<file path="src/rtl/core/srctok_pkg.sv">
// ----------------------------------------------------------------------------
// srctok_pkg
// Shared types, token codes, keyword table and character classes for the
// source tokenizer.
// ----------------------------------------------------------------------------
package srctok_pkg;

    // default sizes
    localparam int POSITION_BITS_DEF = 16;
    localparam int KEYWORD_CHARS_DEF = 9;
    localparam int KW_MAX_CHARS      = 9;
    localparam int KW_COUNT          = 15;
    localparam int START_BITS        = 16;
    localparam logic [15:0] LEN_MAX  = 16'hFFFF;

    // scanner state
    typedef enum logic [1:0] {
        MODE_IDLE,
        MODE_WORD,
        MODE_NUM
    } scan_mode_t;

    // token kinds
    localparam logic [5:0] KIND_LABEL     = 6'd0;
    localparam logic [5:0] KIND_NUMERIC   = 6'd1;
    localparam logic [5:0] KIND_IF        = 6'd2;
    localparam logic [5:0] KIND_ELSE      = 6'd3;
    localparam logic [5:0] KIND_STRUCT    = 6'd4;
    localparam logic [5:0] KIND_FOR       = 6'd5;
    localparam logic [5:0] KIND_WHILE     = 6'd6;
    localparam logic [5:0] KIND_COMP      = 6'd7;
    localparam logic [5:0] KIND_RETURN    = 6'd8;
    localparam logic [5:0] KIND_VOID      = 6'd9;
    localparam logic [5:0] KIND_FUNC      = 6'd10;
    localparam logic [5:0] KIND_LET       = 6'd11;
    localparam logic [5:0] KIND_CONST     = 6'd12;
    localparam logic [5:0] KIND_VAR       = 6'd13;
    localparam logic [5:0] KIND_ENUM      = 6'd14;
    localparam logic [5:0] KIND_LPAREN    = 6'd15;
    localparam logic [5:0] KIND_LANGLE    = 6'd16;
    localparam logic [5:0] KIND_LBRACKET  = 6'd17;
    localparam logic [5:0] KIND_LBRACE    = 6'd18;
    localparam logic [5:0] KIND_RPAREN    = 6'd19;
    localparam logic [5:0] KIND_RANGLE    = 6'd20;
    localparam logic [5:0] KIND_RBRACKET  = 6'd21;
    localparam logic [5:0] KIND_RBRACE    = 6'd22;
    localparam logic [5:0] KIND_ASSIGN    = 6'd23;
    localparam logic [5:0] KIND_DOT       = 6'd24;
    localparam logic [5:0] KIND_PLUS      = 6'd25;
    localparam logic [5:0] KIND_MINUS     = 6'd26;
    localparam logic [5:0] KIND_STAR      = 6'd27;
    localparam logic [5:0] KIND_SLASH     = 6'd28;
    localparam logic [5:0] KIND_BANG      = 6'd29;
    localparam logic [5:0] KIND_COMMA     = 6'd30;
    localparam logic [5:0] KIND_SEMICOLON = 6'd31;
    localparam logic [5:0] KIND_COLON     = 6'd32;
    localparam logic [5:0] KIND_ERROR     = 6'd33;

    // character codes used by name
    localparam logic [7:0] CHAR_DOT        = 8'h2E;
    localparam logic [7:0] CHAR_UNDERSCORE = 8'h5F;

    // input transaction
    typedef struct packed {
        logic [7:0] char_code;
        logic       end_of_input;
    } byte_item_t;

    // output transaction
    typedef struct packed {
        logic [5:0]  token_kind;
        logic [15:0] token_start;
        logic [15:0] token_length;
        logic        last_in_run;
    } token_t;

    // tokens produced by one byte, in order
    typedef struct packed {
        logic [1:0] count;
        token_t     first;
        token_t     second;
    } scan_result_t;

    // keyword table entry, text[0] is the first character
    typedef struct packed {
        logic [3:0]                         len;
        logic [0:KW_MAX_CHARS-1][7:0]       text;
        logic [5:0]                         kind;
    } kw_entry_t;

    localparam kw_entry_t KW_TABLE [KW_COUNT] = '{
        '{4'd2, {"if",        56'h0}, KIND_IF},
        '{4'd4, {"else",      40'h0}, KIND_ELSE},
        '{4'd6, {"struct",    24'h0}, KIND_STRUCT},
        '{4'd3, {"for",       48'h0}, KIND_FOR},
        '{4'd5, {"while",     32'h0}, KIND_WHILE},
        '{4'd4, {"comp",      40'h0}, KIND_COMP},
        '{4'd6, {"return",    24'h0}, KIND_RETURN},
        '{4'd4, {"void",      40'h0}, KIND_VOID},
        '{4'd9, {"constexpr"},        KIND_VOID},
        '{4'd5, {"match",     32'h0}, KIND_VOID},
        '{4'd4, {"func",      40'h0}, KIND_FUNC},
        '{4'd3, {"let",       48'h0}, KIND_LET},
        '{4'd5, {"const",     32'h0}, KIND_CONST},
        '{4'd3, {"var",       48'h0}, KIND_VAR},
        '{4'd4, {"enum",      40'h0}, KIND_ENUM}
    };

    // a-z or A-Z
    function automatic logic is_letter(input logic [7:0] c);
        return c inside {[8'h61:8'h7A], [8'h41:8'h5A]};
    endfunction

    // 0-9
    function automatic logic is_digit(input logic [7:0] c);
        return c inside {[8'h30:8'h39]};
    endfunction

    // space, tab, CR, LF
    function automatic logic is_space(input logic [7:0] c);
        return c inside {8'h20, 8'h09, 8'h0D, 8'h0A};
    endfunction

    function automatic logic is_word_char(input logic [7:0] c);
        return is_letter(c) || is_digit(c) || (c == CHAR_UNDERSCORE);
    endfunction

    // kind of a single-byte token, error for anything unknown
    function automatic logic [5:0] single_kind(input logic [7:0] c);
        logic [5:0] kind;
        case (c)
            8'h28:    kind = KIND_LPAREN;
            8'h3C:    kind = KIND_LANGLE;
            8'h5B:    kind = KIND_LBRACKET;
            8'h7B:    kind = KIND_LBRACE;
            8'h29:    kind = KIND_RPAREN;
            8'h3E:    kind = KIND_RANGLE;
            8'h5D:    kind = KIND_RBRACKET;
            8'h7D:    kind = KIND_RBRACE;
            8'h3D:    kind = KIND_ASSIGN;
            CHAR_DOT: kind = KIND_DOT;
            8'h2B:    kind = KIND_PLUS;
            8'h2D:    kind = KIND_MINUS;
            8'h2A:    kind = KIND_STAR;
            8'h2F:    kind = KIND_SLASH;
            8'h21:    kind = KIND_BANG;
            8'h2C:    kind = KIND_COMMA;
            8'h3B:    kind = KIND_SEMICOLON;
            8'h3A:    kind = KIND_COLON;
            default:  kind = KIND_ERROR;
        endcase
        return kind;
    endfunction

endpackage

</file>
<file path="src/rtl/core/srctok_stream_if.sv">
// ----------------------------------------------------------------------------
// srctok_stream_if
// Valid/ready stream channel carrying one payload per transaction.
// ----------------------------------------------------------------------------
interface srctok_stream_if #(
    parameter type payload_t = logic
);
    logic     valid;
    logic     ready;
    payload_t data;

    modport source (
        output valid,
        output data,
        input  ready
    );

    modport sink (
        input  valid,
        input  data,
        output ready
    );
endinterface

</file>
<file path="src/rtl/core/srctok_kw_match.sv">
// ----------------------------------------------------------------------------
// srctok_kw_match
// Compares a word prefix and its length against the keyword table and
// returns the keyword kind, or the label kind when nothing matches.
// ----------------------------------------------------------------------------
module srctok_kw_match
    import srctok_pkg::*;
#(
    parameter int KEYWORD_CHARS = KEYWORD_CHARS_DEF
) (
    input  logic [KEYWORD_CHARS-1:0][7:0] prefix,
    input  logic [15:0]                   length,
    output logic [5:0]                    kind
);

    // all entries compared in parallel, lengths are exact so at most one hits
    always_comb
    begin
        logic hit;
        kind = KIND_LABEL;
        for (int k = 0; k < KW_COUNT; k++)
        begin
            hit = (length == 16'(KW_TABLE[k].len));
            for (int i = 0; i < KW_MAX_CHARS; i++)
            begin
                if ((4'(i) < KW_TABLE[k].len) && (prefix[i] != KW_TABLE[k].text[i]))
                begin
                    hit = 1'b0;
                end
            end
            if (hit)
            begin
                kind = KW_TABLE[k].kind;
            end
        end
    end

endmodule

</file>
<file path="src/rtl/core/srctok_scan.sv">
// ----------------------------------------------------------------------------
// srctok_scan
// Scanner state and token decisions for one byte: grows or closes the open
// word or number, emits single-byte tokens and flushes at end of input.
// ----------------------------------------------------------------------------
module srctok_scan
    import srctok_pkg::*;
#(
    parameter int POSITION_BITS = POSITION_BITS_DEF,
    parameter int KEYWORD_CHARS = KEYWORD_CHARS_DEF
) (
    input  logic         clk,
    input  logic         rst_n,
    input  logic         fire,
    input  byte_item_t   item,
    output scan_result_t result
);

    localparam int IDX_BITS  = $clog2(KEYWORD_CHARS);
    localparam int START_USE = (POSITION_BITS < START_BITS) ? POSITION_BITS : START_BITS;

    scan_mode_t                     mode_reg, mode_next;
    logic [KEYWORD_CHARS-1:0][7:0]  prefix_reg, prefix_next;
    logic [15:0]                    open_len_reg, open_len_next;
    logic [POSITION_BITS-1:0]       open_start_reg, open_start_next;
    logic [POSITION_BITS-1:0]       pos_reg, pos_next;

    logic [7:0]                     c;
    logic                           letter, digit, alnum, space, cont;
    logic [15:0]                    len_grown;
    logic [KEYWORD_CHARS-1:0][7:0]  prefix_grown;
    logic [KEYWORD_CHARS-1:0][7:0]  kw_prefix;
    logic [15:0]                    kw_length;
    logic [5:0]                     word_kind;
    logic [15:0]                    start_open, start_here;
    logic                           emit_old, emit_single, emit_last;
    token_t                         tok_old, tok_single, tok_last;

    // byte classes
    assign c      = item.char_code;
    assign letter = is_letter(c);
    assign digit  = is_digit(c);
    assign alnum  = letter || digit;
    assign space  = is_space(c);
    assign cont   = ((mode_reg == MODE_WORD) && is_word_char(c))
                 || ((mode_reg == MODE_NUM) && (digit || (c == CHAR_DOT)));

    // open token grown by this byte
    assign len_grown = (open_len_reg == LEN_MAX) ? LEN_MAX : open_len_reg + 16'd1;

    always_comb
    begin
        prefix_grown = prefix_reg;
        if ((mode_reg == MODE_WORD) && (open_len_reg < 16'(KEYWORD_CHARS)))
        begin
            prefix_grown[open_len_reg[IDX_BITS-1:0]] = c;
        end
    end

    // keyword lookup on the word that gets closed this cycle
    assign kw_prefix = cont ? prefix_grown : prefix_reg;
    assign kw_length = cont ? len_grown : open_len_reg;

    srctok_kw_match #(
        .KEYWORD_CHARS (KEYWORD_CHARS)
    ) u_kw_match (
        .prefix (kw_prefix),
        .length (kw_length),
        .kind   (word_kind)
    );

    assign start_open = 16'(open_start_reg[START_USE-1:0]);
    assign start_here = 16'(pos_reg[START_USE-1:0]);

    // candidate tokens
    always_comb
    begin
        emit_old    = !cont && (mode_reg != MODE_IDLE);
        emit_single = !cont && !space && !alnum;
        emit_last   = item.end_of_input && (cont || alnum);

        tok_old.token_kind   = (mode_reg == MODE_WORD) ? word_kind : KIND_NUMERIC;
        tok_old.token_start  = start_open;
        tok_old.token_length = open_len_reg;
        tok_old.last_in_run  = 1'b0;

        tok_single.token_kind   = single_kind(c);
        tok_single.token_start  = start_here;
        tok_single.token_length = 16'd1;
        tok_single.last_in_run  = 1'b0;

        if (cont)
        begin
            tok_last.token_kind   = (mode_reg == MODE_WORD) ? word_kind : KIND_NUMERIC;
            tok_last.token_start  = start_open;
            tok_last.token_length = len_grown;
        end
        else
        begin
            // a one-byte word is never a keyword
            tok_last.token_kind   = letter ? KIND_LABEL : KIND_NUMERIC;
            tok_last.token_start  = start_here;
            tok_last.token_length = 16'd1;
        end
        tok_last.last_in_run = 1'b0;
    end

    // order the tokens and mark the last one
    always_comb
    begin
        result.count  = 2'(emit_old) + 2'(emit_single) + 2'(emit_last);
        result.first  = emit_old ? tok_old : (emit_single ? tok_single : tok_last);
        result.second = emit_single ? tok_single : tok_last;
        if (result.count == 2'd1)
        begin
            result.first.last_in_run = 1'b1;
        end
        if (result.count == 2'd2)
        begin
            result.second.last_in_run = 1'b1;
        end
    end

    // next scanner state
    always_comb
    begin
        mode_next       = mode_reg;
        prefix_next     = prefix_reg;
        open_len_next   = open_len_reg;
        open_start_next = open_start_reg;
        if (cont)
        begin
            open_len_next = len_grown;
            prefix_next   = prefix_grown;
        end
        else if (alnum)
        begin
            mode_next       = letter ? MODE_WORD : MODE_NUM;
            open_start_next = pos_reg;
            open_len_next   = 16'd1;
            prefix_next[0]  = c;
        end
        else
        begin
            mode_next = MODE_IDLE;
        end
        if (item.end_of_input)
        begin
            mode_next = MODE_IDLE;
            pos_next  = '0;
        end
        else
        begin
            pos_next = pos_reg + 1'b1;
        end
    end

    // control state
    always_ff @(posedge clk or negedge rst_n)
    begin
        if (!rst_n)
        begin
            mode_reg       <= MODE_IDLE;
            open_len_reg   <= '0;
            open_start_reg <= '0;
            pos_reg        <= '0;
        end
        else if (fire)
        begin
            mode_reg       <= mode_next;
            open_len_reg   <= open_len_next;
            open_start_reg <= open_start_next;
            pos_reg        <= pos_next;
        end
    end

    // word prefix bytes
    always_ff @(posedge clk or negedge rst_n)
    begin
        if (!rst_n)
        begin
            prefix_reg <= '0;
        end
        else if (fire)
        begin
            prefix_reg <= prefix_next;
        end
    end

    // end of input starts a fresh text
    a_eoi_restart: assert property (@(posedge clk) disable iff (!rst_n)
        fire && item.end_of_input |=> (mode_reg == MODE_IDLE) && (pos_reg == '0))
        else $error("scanner not back at start after end of input");

    // an open token always holds at least one byte
    a_open_nonempty: assert property (@(posedge clk) disable iff (!rst_n)
        (mode_reg != MODE_IDLE) |-> (open_len_reg != 16'd0))
        else $error("open token with zero length");

    // only the final token of a pair carries the run mark
    a_run_mark: assert property (@(posedge clk) disable iff (!rst_n)
        (result.count == 2'd2) |-> (!result.first.last_in_run && result.second.last_in_run))
        else $error("run mark on wrong token of a pair");

endmodule

</file>
<file path="src/rtl/core/srctok_outq.sv">
// ----------------------------------------------------------------------------
// srctok_outq
// Two-entry token queue that takes up to two tokens per cycle and drives
// the output stream one token per transaction.
// ----------------------------------------------------------------------------
module srctok_outq
    import srctok_pkg::*;
(
    input  logic                   clk,
    input  logic                   rst_n,
    input  logic                   push_en,
    input  scan_result_t           push,
    output logic [1:0]             space,
    srctok_stream_if.source        token_out
);

    token_t     q_reg [2];
    token_t     q_next [2];
    logic [1:0] cnt_reg, cnt_next;
    logic [1:0] kept, push_n;
    logic       pop;

    assign pop             = token_out.valid && token_out.ready;
    assign token_out.valid = (cnt_reg != 2'd0);
    assign token_out.data  = q_reg[0];

    // room for this cycle, counting the entry that leaves
    assign kept  = cnt_reg - 2'(pop);
    assign space = 2'd2 - kept;

    // shift out the head, append new tokens behind what stays
    always_comb
    begin
        push_n    = push_en ? push.count : 2'd0;
        q_next[0] = (kept == 2'd0) ? push.first : (pop ? q_reg[1] : q_reg[0]);
        if (kept == 2'd0)
        begin
            q_next[1] = push.second;
        end
        else if (kept == 2'd1)
        begin
            q_next[1] = push.first;
        end
        else
        begin
            q_next[1] = q_reg[1];
        end
        cnt_next = kept + push_n;
    end

    always_ff @(posedge clk or negedge rst_n)
    begin
        if (!rst_n)
        begin
            cnt_reg <= '0;
        end
        else
        begin
            cnt_reg <= cnt_next;
        end
    end

    always_ff @(posedge clk)
    begin
        q_reg[0] <= q_next[0];
        q_reg[1] <= q_next[1];
    end

    // the queue never holds more than two tokens
    a_cnt_range: assert property (@(posedge clk) disable iff (!rst_n)
        cnt_reg != 2'd3)
        else $error("token queue overfilled");

    // the scanner only writes what fits
    a_no_overflow: assert property (@(posedge clk) disable iff (!rst_n)
        push_en |-> (push.count <= space))
        else $error("tokens pushed without room");

    // pushed tokens show up on the output
    a_push_visible: assert property (@(posedge clk) disable iff (!rst_n)
        push_en && (push.count != 2'd0) |=> token_out.valid)
        else $error("pushed token not presented");

endmodule

</file>
<file path="src/rtl/core/source_tokenizer.sv">
// ----------------------------------------------------------------------------
// source_tokenizer
// Byte-stream lexical analyzer producing kind/start/length tokens.
// ----------------------------------------------------------------------------
// Usage:
//   byte_in carries one source byte per transaction (char_code) with a flag
//   marking the last byte of a text (end_of_input). token_out carries one
//   token per transaction: kind, start position, saturating length, and a
//   mark on the last token caused by a given byte.
//   A byte taken from byte_in is held in the input register and scanned once
//   the token queue has room for all of its tokens; its tokens are then
//   registered in the queue and presented on token_out. One byte is taken
//   per cycle while the queue keeps room; a byte that causes two tokens
//   (a closed word or number plus a single-byte or flushed token) needs
//   two transactions on token_out, which carries one token per transaction.
//   Reset clears the scanner to idle with position zero and empties the
//   token queue. When token_out stalls, up to two tokens wait in the queue
//   and one more byte waits in the input register; byte_in then drops ready
//   until room is made. End of input flushes any open token and restarts
//   the position count at zero.
// ----------------------------------------------------------------------------
module source_tokenizer
    import srctok_pkg::*;
#(
    parameter int POSITION_BITS = POSITION_BITS_DEF,
    parameter int KEYWORD_CHARS = KEYWORD_CHARS_DEF
) (
    input  logic            clk,
    input  logic            rst_n,
    srctok_stream_if.sink   byte_in,
    srctok_stream_if.source token_out
);

    logic         in_valid_reg, in_valid_next;
    byte_item_t   in_data_reg;
    logic         fire;
    logic         take;
    logic [1:0]   space;
    scan_result_t result;

    // scan a held byte once the queue has room for all of its tokens
    assign fire         = in_valid_reg && (result.count <= space);
    assign byte_in.ready = !in_valid_reg || fire;
    assign take         = byte_in.valid && byte_in.ready;

    // input register
    always_comb
    begin
        if (take)
        begin
            in_valid_next = 1'b1;
        end
        else if (fire)
        begin
            in_valid_next = 1'b0;
        end
        else
        begin
            in_valid_next = in_valid_reg;
        end
    end

    always_ff @(posedge clk or negedge rst_n)
    begin
        if (!rst_n)
        begin
            in_valid_reg <= 1'b0;
        end
        else
        begin
            in_valid_reg <= in_valid_next;
        end
    end

    always_ff @(posedge clk)
    begin
        if (take)
        begin
            in_data_reg <= byte_in.data;
        end
    end

    // scanner
    srctok_scan #(
        .POSITION_BITS (POSITION_BITS),
        .KEYWORD_CHARS (KEYWORD_CHARS)
    ) u_scan (
        .clk    (clk),
        .rst_n  (rst_n),
        .fire   (fire),
        .item   (in_data_reg),
        .result (result)
    );

    // token queue and output stream
    srctok_outq u_outq (
        .clk       (clk),
        .rst_n     (rst_n),
        .push_en   (fire),
        .push      (result),
        .space     (space),
        .token_out (token_out)
    );

endmodule
</file>
<file path="src/flat_wrapper.sv">
// flat-port wrapper written by rule: the top's interface ports become plain ports
module source_tokenizer_flat import srctok_pkg::*;
#(
    parameter int POSITION_BITS = POSITION_BITS_DEF,
    parameter int KEYWORD_CHARS = KEYWORD_CHARS_DEF
)
  (clk, rst_n, byte_in_valid, byte_in_data, byte_in_ready, token_out_valid, token_out_data, token_out_ready);
  srctok_stream_if byte_in_i ();
  srctok_stream_if token_out_i ();
  input  logic clk;
  input  logic rst_n;
  input wire logic [$bits(byte_in_i.valid)-1:0] byte_in_valid;
  input wire logic [$bits(byte_in_i.data)-1:0] byte_in_data;
  output wire logic [$bits(byte_in_i.ready)-1:0] byte_in_ready;
  output wire logic [$bits(token_out_i.valid)-1:0] token_out_valid;
  output wire logic [$bits(token_out_i.data)-1:0] token_out_data;
  input wire logic [$bits(token_out_i.ready)-1:0] token_out_ready;
  assign byte_in_i.valid = byte_in_valid;
  assign byte_in_i.data = byte_in_data;
  assign byte_in_ready = byte_in_i.ready;
  assign token_out_valid = token_out_i.valid;
  assign token_out_data = token_out_i.data;
  assign token_out_i.ready = token_out_ready;
  source_tokenizer #(.POSITION_BITS(POSITION_BITS), .KEYWORD_CHARS(KEYWORD_CHARS)) u_core (.clk(clk), .rst_n(rst_n), .byte_in(byte_in_i), .token_out(token_out_i));
endmodule
</file>
<file path="config.mk">
export PLATFORM = sky130hd
export DESIGN_NAME = source_tokenizer_flat
export DESIGN_NICKNAME = d
export VERILOG_FILES = /design/src/rtl/core/srctok_pkg.sv /design/src/rtl/core/srctok_stream_if.sv /design/src/rtl/core/srctok_kw_match.sv /design/src/rtl/core/srctok_scan.sv /design/src/rtl/core/srctok_outq.sv /design/src/rtl/core/source_tokenizer.sv /design/src/flat_wrapper.sv
export SDC_FILE = /design/constraint.sdc
export NUM_CORES = 1
export LEC_CHECK = 0
export BUFFER_PORTS_ARGS = -buffer_cell sky130_fd_sc_hd__buf_2
export CELL_PAD_IN_SITES_DETAIL_PLACEMENT = 1
export CELL_PAD_IN_SITES_GLOBAL_PLACEMENT = 2
export CORE_AREA = 10 10 47 49
export CTS_CLUSTER_DIAMETER = 200
export DETAILED_ROUTE_END_ITERATION = 8
export DIE_AREA = 0 0 57 59
export PLACE_DENSITY = 0.51
export SYNTH_ARGS = -nofsm -noshare
export SYNTH_HDL_FRONTEND = slang
export SYNTH_SLANG_ARGS = --single-unit
</file>
<file path="constraint.sdc">
create_clock -name clk -period 4.62 [get_ports clk]
set_clock_uncertainty 0.1 [all_clocks]
set_input_delay 0.924 -clock clk [delete_from_list [all_inputs] [get_ports clk]]
set_output_delay 0.924 -clock clk [all_outputs]
set_load 0.03 [all_outputs]
</file>
==> reports/results.tsv, run 1 <==
stage	metric	value	unit
run_status	status	finished clean	
clock_network	Max Root-Sink Buffers	2	
setup_path	slowest CP cell	ha_1	
floorplanning	Core Region	1400	um2
power_and_ir_drop	Max IR drop VDD	0.000223	V
sta	Final Hold Viols	0	
synth	Mapped Area	231	um2
clock_network	Post-CTS Setup Bufs	0	
place	number of I/O port buffers	6	
global_routing	first-pass GRT wire length	793	um
sta	crit path time final	2.85	ns
route	Vias/cell	3.79	
power_and_ir_drop	Gate power share	0.497	
final_layout	non-filler cells in the finished layout	47	
place	Placed Instances	43	
place	pre-CTS setup slack	1.76	ns
synth	post-synthesis mux area share	0.0432	
synth	Syn Inst Count	21	
floorplanning	I/O Pins	8	
global_routing	total gr overflow	0	
sta	setup TNS	0	ns
synth	Post-Synthesis Mean Instance Area	11.0	um2
setup_path	Worst Setup SP	token_out_ready	
setup_path	Startpoint Class	primary input	
synth	synthesized flop and latch total	5	
power_and_ir_drop	PwrDens	855	nW/um2
setup_path	crit path buf inv count	2	
synth	main combinational cell family by area after synthesis	compound AO/OA/AOI/OAI gates	
setup_path	Setup crit end kind	output pin	
clock_network	CTS root buffer	clkbuf_4	
final_layout	area grow syn2layout	33.0	%
sta	slew margin rel.	0.820	
route	drt pass-1 iters	2	
setup_path	Req. time, crit path	3.60	ns
synth	Synthesis Warnings	0	
synth	Synth Area in Adders	0.0541	
power_and_ir_drop	clock group share of total power	0.188	
route	Detail Route Antenna Nets	0	
power_and_ir_drop	Psw	108	uW
floorplanning	row cnt	14	
global_routing	GR Util All Layers	0.0333	
synth	count of cell types in the netlist	14	
setup_path	CP cell instances	buf_2 -> o21a_2 -> ha_1 -> nand3_1 -> buf_2	
synth	syn_nets	27	
synth	Post-Synth XOR/XNOR Area	0.0757	
power_and_ir_drop	Static Leak	0.143	nW
synth	sequential fraction of the synthesis area	0.497	
setup_path	crit path max fanout	5	
power_and_ir_drop	switch share	0.411	
clock_network	CTS Buf Count	3	
setup_path	WP data arrival	1.83	ns
clock_network	htree depth	1	
sta	Final setup viols	0	
route	DRC violations left	0	
global_routing	vias in the first global route	202	
sta	final worst path period share	0.617	
run	max-cap viol count	0	
global_routing	initial antenna violation count	0	
clock_network	hold_buf cts	0	
power_and_ir_drop	total power draw	263	uW
floorplanning	Initial Util	0.165	
final_layout	n_diodes	0	
sta	slack of the critical path	1.77	ns
final_layout	layout cells sized above 1	0.355	
clock_network	CTS-repair resized insts	0	
setup_path	Critical R2R Launch	u_core.u_outq.cnt_reg[1]$_DFF_PN0_	
clock_network	CTS Sinks	5	
final_layout	nets	38	
setup_path	CP delay by family, top	adder cells	
route	Wirelength per Cell	9.72	um
floorplanning	die span in x	57	um
power_and_ir_drop	internal power	155	uW
sta	RSZ-0062 raised after global routing	false	
power_and_ir_drop	Flop pwr share	0.315	
setup_path	Worst path max stage delay	0.34	ns
final_layout	most frequent cells in the layout	buf_2, inv_1, clkbuf_4, dfrtp_1	
setup_path	kind of critical path	in -> out	
route	initial DRC count	1	
final_layout	commonest non-fill, non-tap cell in the layout	buf_2	
global_routing	largest net degree at the start of global routing	7	
synth	post-synthesis simple-gate area fraction	0.141	
clock_network	CTS tree	yes	
clock_network	clk slew on worst S/H paths	0.04	ns
route	via count	178	
sta	Pins Over Slew Limit	0	
sta	Worst Tran Pin Value	0.268	ns
setup_path	Most common cell on crit path	buf_2	
place	gpl congestion	0.599	
worst_hold_path	Hold Path Class	in -> async	
route	total wire length	457	um
synth	Synth Area in Compound Gates	0.141	
floorplanning	Die H	59	um
floorplanning	die area	3360	um2
clock_network	clk_lat worst skew	0.24	ns
sta	f_max	351	MHz
==> metal layers <==
metal,share of wire,vias up,track usage
li1,-,93,-
met2,0.37,8,0.0403
met5,0,-,0
met1,0.45,75,0.0286
met4,0.0088,0,0.0201
met3,0.16,2,0.0451
==> Yosys cell counts, drive strengths merged <==
cell	n	area (um2)
xnor2	2	17.5
nand3	1	5.00
o211ai	2	15.0
dfxtp	2	40.0
nor2b	1	6.26
nand2b	2	15.0
a22o	1	8.76
dfrtp	3	75.1
mux2i	1	10.0
ha	1	12.5
inv	3	11.3
or2	1	6.26
o21a	1	8.76
==> stage by stage <==
step,cell area [um2],util,hold WS (ns)
floorplan,231,-,0.349
global placement,282,0.201,0.367
detailed placement,282,0.201,0.379
CTS,308,0.220,0.364
global route,308,0.220,0.354
finish,308,0.220,0.373
==> worst paths after layout <==
kind                                                           end  slack [ns]  cells after the start
min                                u_core.in_valid_reg$_DFFE_PN0P_        0.37                      1
max reg2reg                u_core.u_outq.q_reg[0][39]$_SDFFE_PN0N_        3.07                      4
max                                                  byte_in_ready        1.77                      5
min in group clk           u_core.u_outq.q_reg[0][39]$_SDFFE_PN0N_        0.38                      1
max in group asynchronous       u_core.u_outq.cnt_reg[1]$_DFF_PN0_        3.94                      1
min reg2reg                u_core.u_outq.q_reg[0][39]$_SDFFE_PN0N_        0.38                      1
==> cells by family after synthesis <==
kind of cell             Yosys count
AO/OA/AOI/OAI                      4
XOR/XNOR                           2
adder cells (fa/ha/maj)            1
buffers and inverters              3
flip-flops                         5
multiplexers                       1
AND/OR/NAND/NOR                    5
==> power groups by stage <==
stage          Combinational (mW)  Clock (mW)  Sequential (mW)
2_1_floorplan              0.0975           0           0.0880
3_3_place_gp                0.132           0           0.0841
3_5_place_dp                0.134           0           0.0840
4_1_cts                     0.135      0.0524           0.0832
5_1_grt                     0.145      0.0559           0.0872
6_report                    0.131      0.0495           0.0829
==> area by class of cell <==
cell class              count  area [um2]
clock buffers               4        26.3
fillers                   177        1090
inverters                   3        11.3
multi-input cells          13         105
flip-flops and latches      5         115
well taps                  16        20.0
repair buffers              6        30.0
No activity file was read; power rests on OpenSTA's default activity.
==> run 2, diff against run 1 <==
==> constraint.sdc (replaced) <==
create_clock -name clk -period 2.9 [get_ports clk]
set_clock_uncertainty 0.1 [all_clocks]
set_input_delay 0.58 -clock clk [delete_from_list [all_inputs] [get_ports clk]]
set_output_delay 0.58 -clock clk [all_outputs]
set_load 0.03 [all_outputs]
==> run 2 against run 1 <==
Total power is 60% higher. Sequential power is 60% higher. Utilization stayed put. Via count is 1.7% lower. Cell count stayed put. Critical path depth is 1 lower. Non-clock buffer count stayed put. Combinational power is 60% higher. Die area stayed put. Cell area stayed put. First-iteration DRC count grew to 5.0 times the previous value. Sequential share of layout area stayed put. Largest cell class unchanged.
==> reports/results.tsv, run 2 (synthesis results as in run 1) <==
stage	metric	value	unit
run_status	status	finished clean	
floorplanning	die span in x	57	um
clock_network	Post-CTS Setup Bufs	0	
setup_path	kind of critical path	reg -> out	
route	DRC violations left	0	
sta	Final setup viols	0	
route	initial DRC count	5	
floorplanning	die area	3360	um2
route	Vias/cell	3.72	
sta	final worst path period share	0.783	
route	Wirelength per Cell	10.4	um
global_routing	initial antenna violation count	0	
global_routing	vias in the first global route	187	
place	number of I/O port buffers	6	
power_and_ir_drop	internal power	247	uW
final_layout	area grow syn2layout	33.0	%
global_routing	largest net degree at the start of global routing	7	
floorplanning	I/O Pins	8	
setup_path	crit path max fanout	6	
clock_network	CTS-repair resized insts	0	
clock_network	CTS root buffer	clkbuf_4	
sta	f_max	440	MHz
global_routing	GR Util All Layers	0.0333	
final_layout	layout cells sized above 1	0.355	
route	Detail Route Antenna Nets	0	
sta	crit path time final	2.27	ns
setup_path	Setup crit end kind	output pin	
setup_path	Startpoint Class	flip-flop	
floorplanning	Initial Util	0.165	
sta	Final Hold Viols	0	
power_and_ir_drop	PwrDens	1370	nW/um2
setup_path	WP data arrival	1.59	ns
route	via count	175	
final_layout	non-filler cells in the finished layout	47	
setup_path	Req. time, crit path	2.22	ns
clock_network	htree depth	1	
floorplanning	row cnt	14	
power_and_ir_drop	Max IR drop VDD	0.000358	V
global_routing	total gr overflow	0	
sta	slew margin rel.	0.817	
final_layout	most frequent cells in the layout	buf_2, inv_1, clkbuf_4, dfrtp_1	
power_and_ir_drop	Static Leak	0.143	nW
power_and_ir_drop	switch share	0.413	
floorplanning	Core Region	1400	um2
clock_network	hold_buf cts	0	
route	drt pass-1 iters	4	
worst_hold_path	Hold Path Class	in -> async	
power_and_ir_drop	Gate power share	0.499	
clock_network	CTS Buf Count	3	
place	Placed Instances	43	
clock_network	CTS Sinks	5	
final_layout	fill count	178	
clock_network	clk slew on worst S/H paths	0.04	ns
power_and_ir_drop	Flop pwr share	0.315	
sta	Pins Over Slew Limit	0	
sta	Worst Tran Pin Value	0.273	ns
sta	RSZ-0062 raised after global routing	false	
run	max-cap viol count	0	
final_layout	commonest non-fill, non-tap cell in the layout	buf_2	
sta	setup TNS	0	ns
clock_network	clk_lat worst skew	0.24	ns
global_routing	first-pass GRT wire length	786	um
final_layout	n_diodes	0	
place	gpl congestion	0.601	
floorplanning	Die H	59	um
final_layout	nets	38	
route	total wire length	489	um
power_and_ir_drop	clock group share of total power	0.186	
clock_network	Max Root-Sink Buffers	2	
power_and_ir_drop	Psw	174	uW
clock_network	CTS tree	yes	
## run 2: cell counts in the layout (fill, tap and decap cells not counted)
No cell type changed its count.
## run 2: cell type report
class,instances,area (um2),area share
flip-flops and latches,5,115,0.374
multi-input cells,13,105,0.341
repair buffers,6,30.0,0.0976
clock buffers,4,26.3,0.0854
well taps,16,20.0,0.0650
inverters,3,11.3,0.0366
## run 2: path summary, 6_finish.rpt
check | startpoint | end | slack, ns | cells past startpoint
min in group clk | u_core.u_outq.q_reg[0][39]$_SDFFE_PN0N_ | u_core.u_outq.q_reg[0][39]$_SDFFE_PN0N_ | 0.39 | 1
hold reg to reg | u_core.u_outq.q_reg[0][39]$_SDFFE_PN0N_ | u_core.u_outq.q_reg[0][39]$_SDFFE_PN0N_ | 0.39 | 1
setup / recovery | u_core.u_outq.cnt_reg[1]$_DFF_PN0_ | byte_in_ready | 0.63 | 4
setup reg to reg | u_core.u_outq.cnt_reg[1]$_DFF_PN0_ | u_core.u_outq.q_reg[0][39]$_SDFFE_PN0N_ | 1.33 | 4
max in group asynchronous | rst_n | u_core.u_outq.cnt_reg[1]$_DFF_PN0_ | 2.57 | 1
hold / removal | rst_n | u_core.in_valid_reg$_DFFE_PN0P_ | 0.03 | 1
## run 2: critical path: stages, from the launching register on
cell     delay (ns)
dfrtp_1        0.42
o21a_2         0.24
ha_1           0.37
nand3_1        0.12
buf_2          0.20
## run 2: through the flow
stage	util	setup slack (ns)	total power [mW]	hold slack (ns)	area, um2
after detailed placement	0.201	0.719	0.349	0.277	282
after global placement	0.201	0.734	0.344	0.278	282
after floorplan	-	0.904	0.296	0.184	231
final	0.220	0.628	0.422	0.0277	308
after CTS	0.220	0.599	0.432	0.0201	308
after global routing	0.220	0.527	0.459	0.00781	308
## run 2: power by group through the flow
stage	clock network, mW	logic [mW]	registers, mW
floorplan	0	0.155	0.140
global placement	0	0.210	0.134
detailed placement	0	0.214	0.135
CTS	0.0830	0.215	0.134
global route	0.0899	0.230	0.139
finish	0.0785	0.210	0.133
## run 2: per-layer routing
metal	wire, um	up-vias	track usage
met5	0	-	0
met4	4	0	0.0201
met3	84	2	0.0494
met2	177	8	0.0403
met1	224	75	0.0262
li1	-	90	-
==> run 3, diff against run 2 <==
--- a/config.mk
+++ b/config.mk
@@ -12,7 +12,7 @@
 export CTS_CLUSTER_DIAMETER = 200
 export DETAILED_ROUTE_END_ITERATION = 8
 export DIE_AREA = 0 0 57 59
-export PLACE_DENSITY = 0.51
+export PLACE_DENSITY = 0.53
 export SYNTH_ARGS = -nofsm -noshare
 export SYNTH_HDL_FRONTEND = slang
 export SYNTH_SLANG_ARGS = --single-unit
==> constraint.sdc (replaced) <==
create_clock -name clk -period 2.05 [get_ports clk]
set_clock_uncertainty 0.1 [all_clocks]
set_input_delay 0.41 -clock clk [delete_from_list [all_inputs] [get_ports clk]]
set_output_delay 0.41 -clock clk [all_outputs]
set_load 0.03 [all_outputs]
==> run 3 against run 2 <==
First-iteration DRC count is the same. Sequential power increased by 34%. Via count is 5.7% higher. Setup slack worse by 0.54 ns. Clock power grew 49%. Cell area grew 11%. Register-to-register slack got worse by 0.71 ns. Combinational power rose by 70%. Critical path depth stayed put. Critical endpoint unchanged.
==> reports/results.tsv, run 3 (synthesis results as in run 1) <==
stage	metric	value	unit
run_status	status	finished clean	
final_layout	most frequent cells in the layout	buf_2, inv_1, clkbuf_4, dfrtp_1	
final_layout	post-route cell area	340	um2
clock_network	clk slew on worst S/H paths	0.04	ns
clock_network	CTS Sinks	5	
final_layout	area grow syn2layout	47.0	%
worst_hold_path	Hold Path Class	in -> reg	
final_layout	n_diodes	0	
final_layout	layout cells sized above 1	0.394	
route	Vias/cell	3.78	
final_layout	fill count	177	
global_routing	largest net degree at the start of global routing	6	
floorplanning	Core Region	1400	um2
route	initial DRC count	5	
route	DRC violations left	0	
final_layout	non-filler cells in the finished layout	49	
floorplanning	I/O Pins	8	
global_routing	first-pass GRT wire length	883	um
run	max-cap viol count	0	
power_and_ir_drop	clock group share of total power	0.180	
place	gpl congestion	0.726	
power_and_ir_drop	Max IR drop VDD	0.000464	V
sta	setup TNS	0	ns
global_routing	GR Util All Layers	0.0372	
route	Detail Route Antenna Nets	0	
clock_network	Max Root-Sink Buffers	2	
setup_path	slowest CP cell	dfrtp_1	
power_and_ir_drop	Static Leak	0.154	nW
route	via count	185	
setup_path	WP data arrival	1.45	ns
place	number of I/O port buffers	6	
power_and_ir_drop	PwrDens	1920	nW/um2
setup_path	kind of critical path	reg -> out	
clock_network	Post-CTS Setup Bufs	0	
clock_network	htree depth	1	
floorplanning	Die H	59	um
sta	Worst Tran Pin Value	0.239	ns
setup_path	Setup crit end kind	output pin	
sta	crit path time final	1.96	ns
final_layout	nets	40	
route	total wire length	536	um
sta	slew margin rel.	0.840	
power_and_ir_drop	switch share	0.402	
floorplanning	die span in x	57	um
floorplanning	die area	3360	um2
floorplanning	row cnt	14	
sta	Final setup viols	0	
power_and_ir_drop	Gate power share	0.547	
setup_path	CP delay by family, top	flip-flops	
sta	Pins Over Slew Limit	0	
setup_path	crit path max fanout	5	
clock_network	CTS Buf Count	3	
clock_network	CTS root buffer	clkbuf_4	
setup_path	crit path buf inv count	1	
sta	final worst path period share	0.956	
power_and_ir_drop	Flop pwr share	0.273	
sta	f_max	510	MHz
floorplanning	Initial Util	0.165	
power_and_ir_drop	Psw	262	uW
final_layout	Multi-input gate area	118	um2
sta	RSZ-0062 raised after global routing	false	
place	Placed Instances	44	
setup_path	Startpoint Class	flip-flop	
setup_path	CP cell instances	o21a_2 -> ha_4 -> nand3_1 -> buf_4	
route	drt pass-1 iters	4	
final_layout	sequential cell area	115	um2
final_layout	commonest non-fill, non-tap cell in the layout	buf_2	
clock_network	CTS tree	yes	
sta	Final Hold Viols	0	
global_routing	vias in the first global route	216	
place	HPWL Detailed	407	um
route	Wirelength per Cell	10.9	um
clock_network	clk_lat worst skew	0.24	ns
place	placed instance area	289	um2
global_routing	total gr overflow	0	
setup_path	Worst path max stage delay	0.40	ns
power_and_ir_drop	internal power	390	uW
setup_path	Req. time, crit path	1.54	ns
global_routing	initial antenna violation count	0	
[run 3: worst paths after layout]
check | from | to | slack (ns) | cells after the start
min in group asynchronous | rst_n | u_core.u_outq.cnt_reg[1]$_DFF_PN0_ | 0.39 | 2
hold / removal | byte_in_valid | u_core.in_valid_reg$_DFFE_PN0P_ | 0.26 | 2
max in group asynchronous | rst_n | u_core.in_valid_reg$_DFFE_PN0P_ | 1.35 | 2
setup / recovery | u_core.u_outq.cnt_reg[0]$_DFF_PN0_ | byte_in_ready | 0.09 | 4
setup reg to reg | u_core.u_outq.cnt_reg[0]$_DFF_PN0_ | u_core.u_outq.q_reg[0][39]$_SDFFE_PN0N_ | 0.62 | 4
hold reg to reg | u_core.u_outq.q_reg[0][0]$_SDFFE_PN1P_ | u_core.u_outq.q_reg[0][0]$_SDFFE_PN1P_ | 0.38 | 2
[run 3: worst register-to-register path: cells and delay by family, from the launching register on]
kind                       cells  cell delay (ns)
AOI/OAI and AO/OA              2             0.46
adders and majority gates      1             0.29
DFF                            1             0.40
and+or+nand+nor                1             0.08
[run 3: power groups by stage]
| stage | registers [mW] | clock network (mW) | logic, mW |
|---|---|---|---|
| after floorplan | 0.198 | 0 | 0.220 |
| after global placement | 0.179 | 0 | 0.323 |
| after detailed placement | 0.180 | 0 | 0.325 |
| after CTS | 0.179 | 0.124 | 0.335 |
| after global routing | 0.186 | 0.133 | 0.396 |
| final | 0.178 | 0.117 | 0.357 |
[run 3: repair_timing]
action                                  CTS  global route
hold buffers                              1             0
gates resized for setup                   1             2
endpoints found under the setup margin    1             1
hold endpoints to repair                  3             0
[run 3: per-stage QoR]
stage	hold WS, ns	setup slack (ns)	util	power (mW)
floorplan	0.0144	0.283	-	0.418
detailed placement	0.111	0.233	0.206	0.505
CTS	0.251	0.00477	0.234	0.638
global placement	0.112	0.230	0.206	0.503
global route	0.261	0.0219	0.243	0.715
finish	0.256	0.0902	0.243	0.652
[run 3: layer usage]
layer | vias to the layer above | track usage | part of all wire
met5 | - | 0 | 0
met1 | 79 | 0.0393 | 0.51
met2 | 9 | 0.0372 | 0.37
li1 | 95 | - | -
met3 | 2 | 0.0300 | 0.099
met4 | 0 | 0.0503 | 0.021
[run 3: area by class of cell]
cell class / count / share of cell area
tap: 16 / 0.0588
timing repair buffer: 8 / 0.147
multi-input combinational: 13 / 0.346
sequential: 5 / 0.338
inverter: 3 / 0.0331
clock buffer: 4 / 0.0772
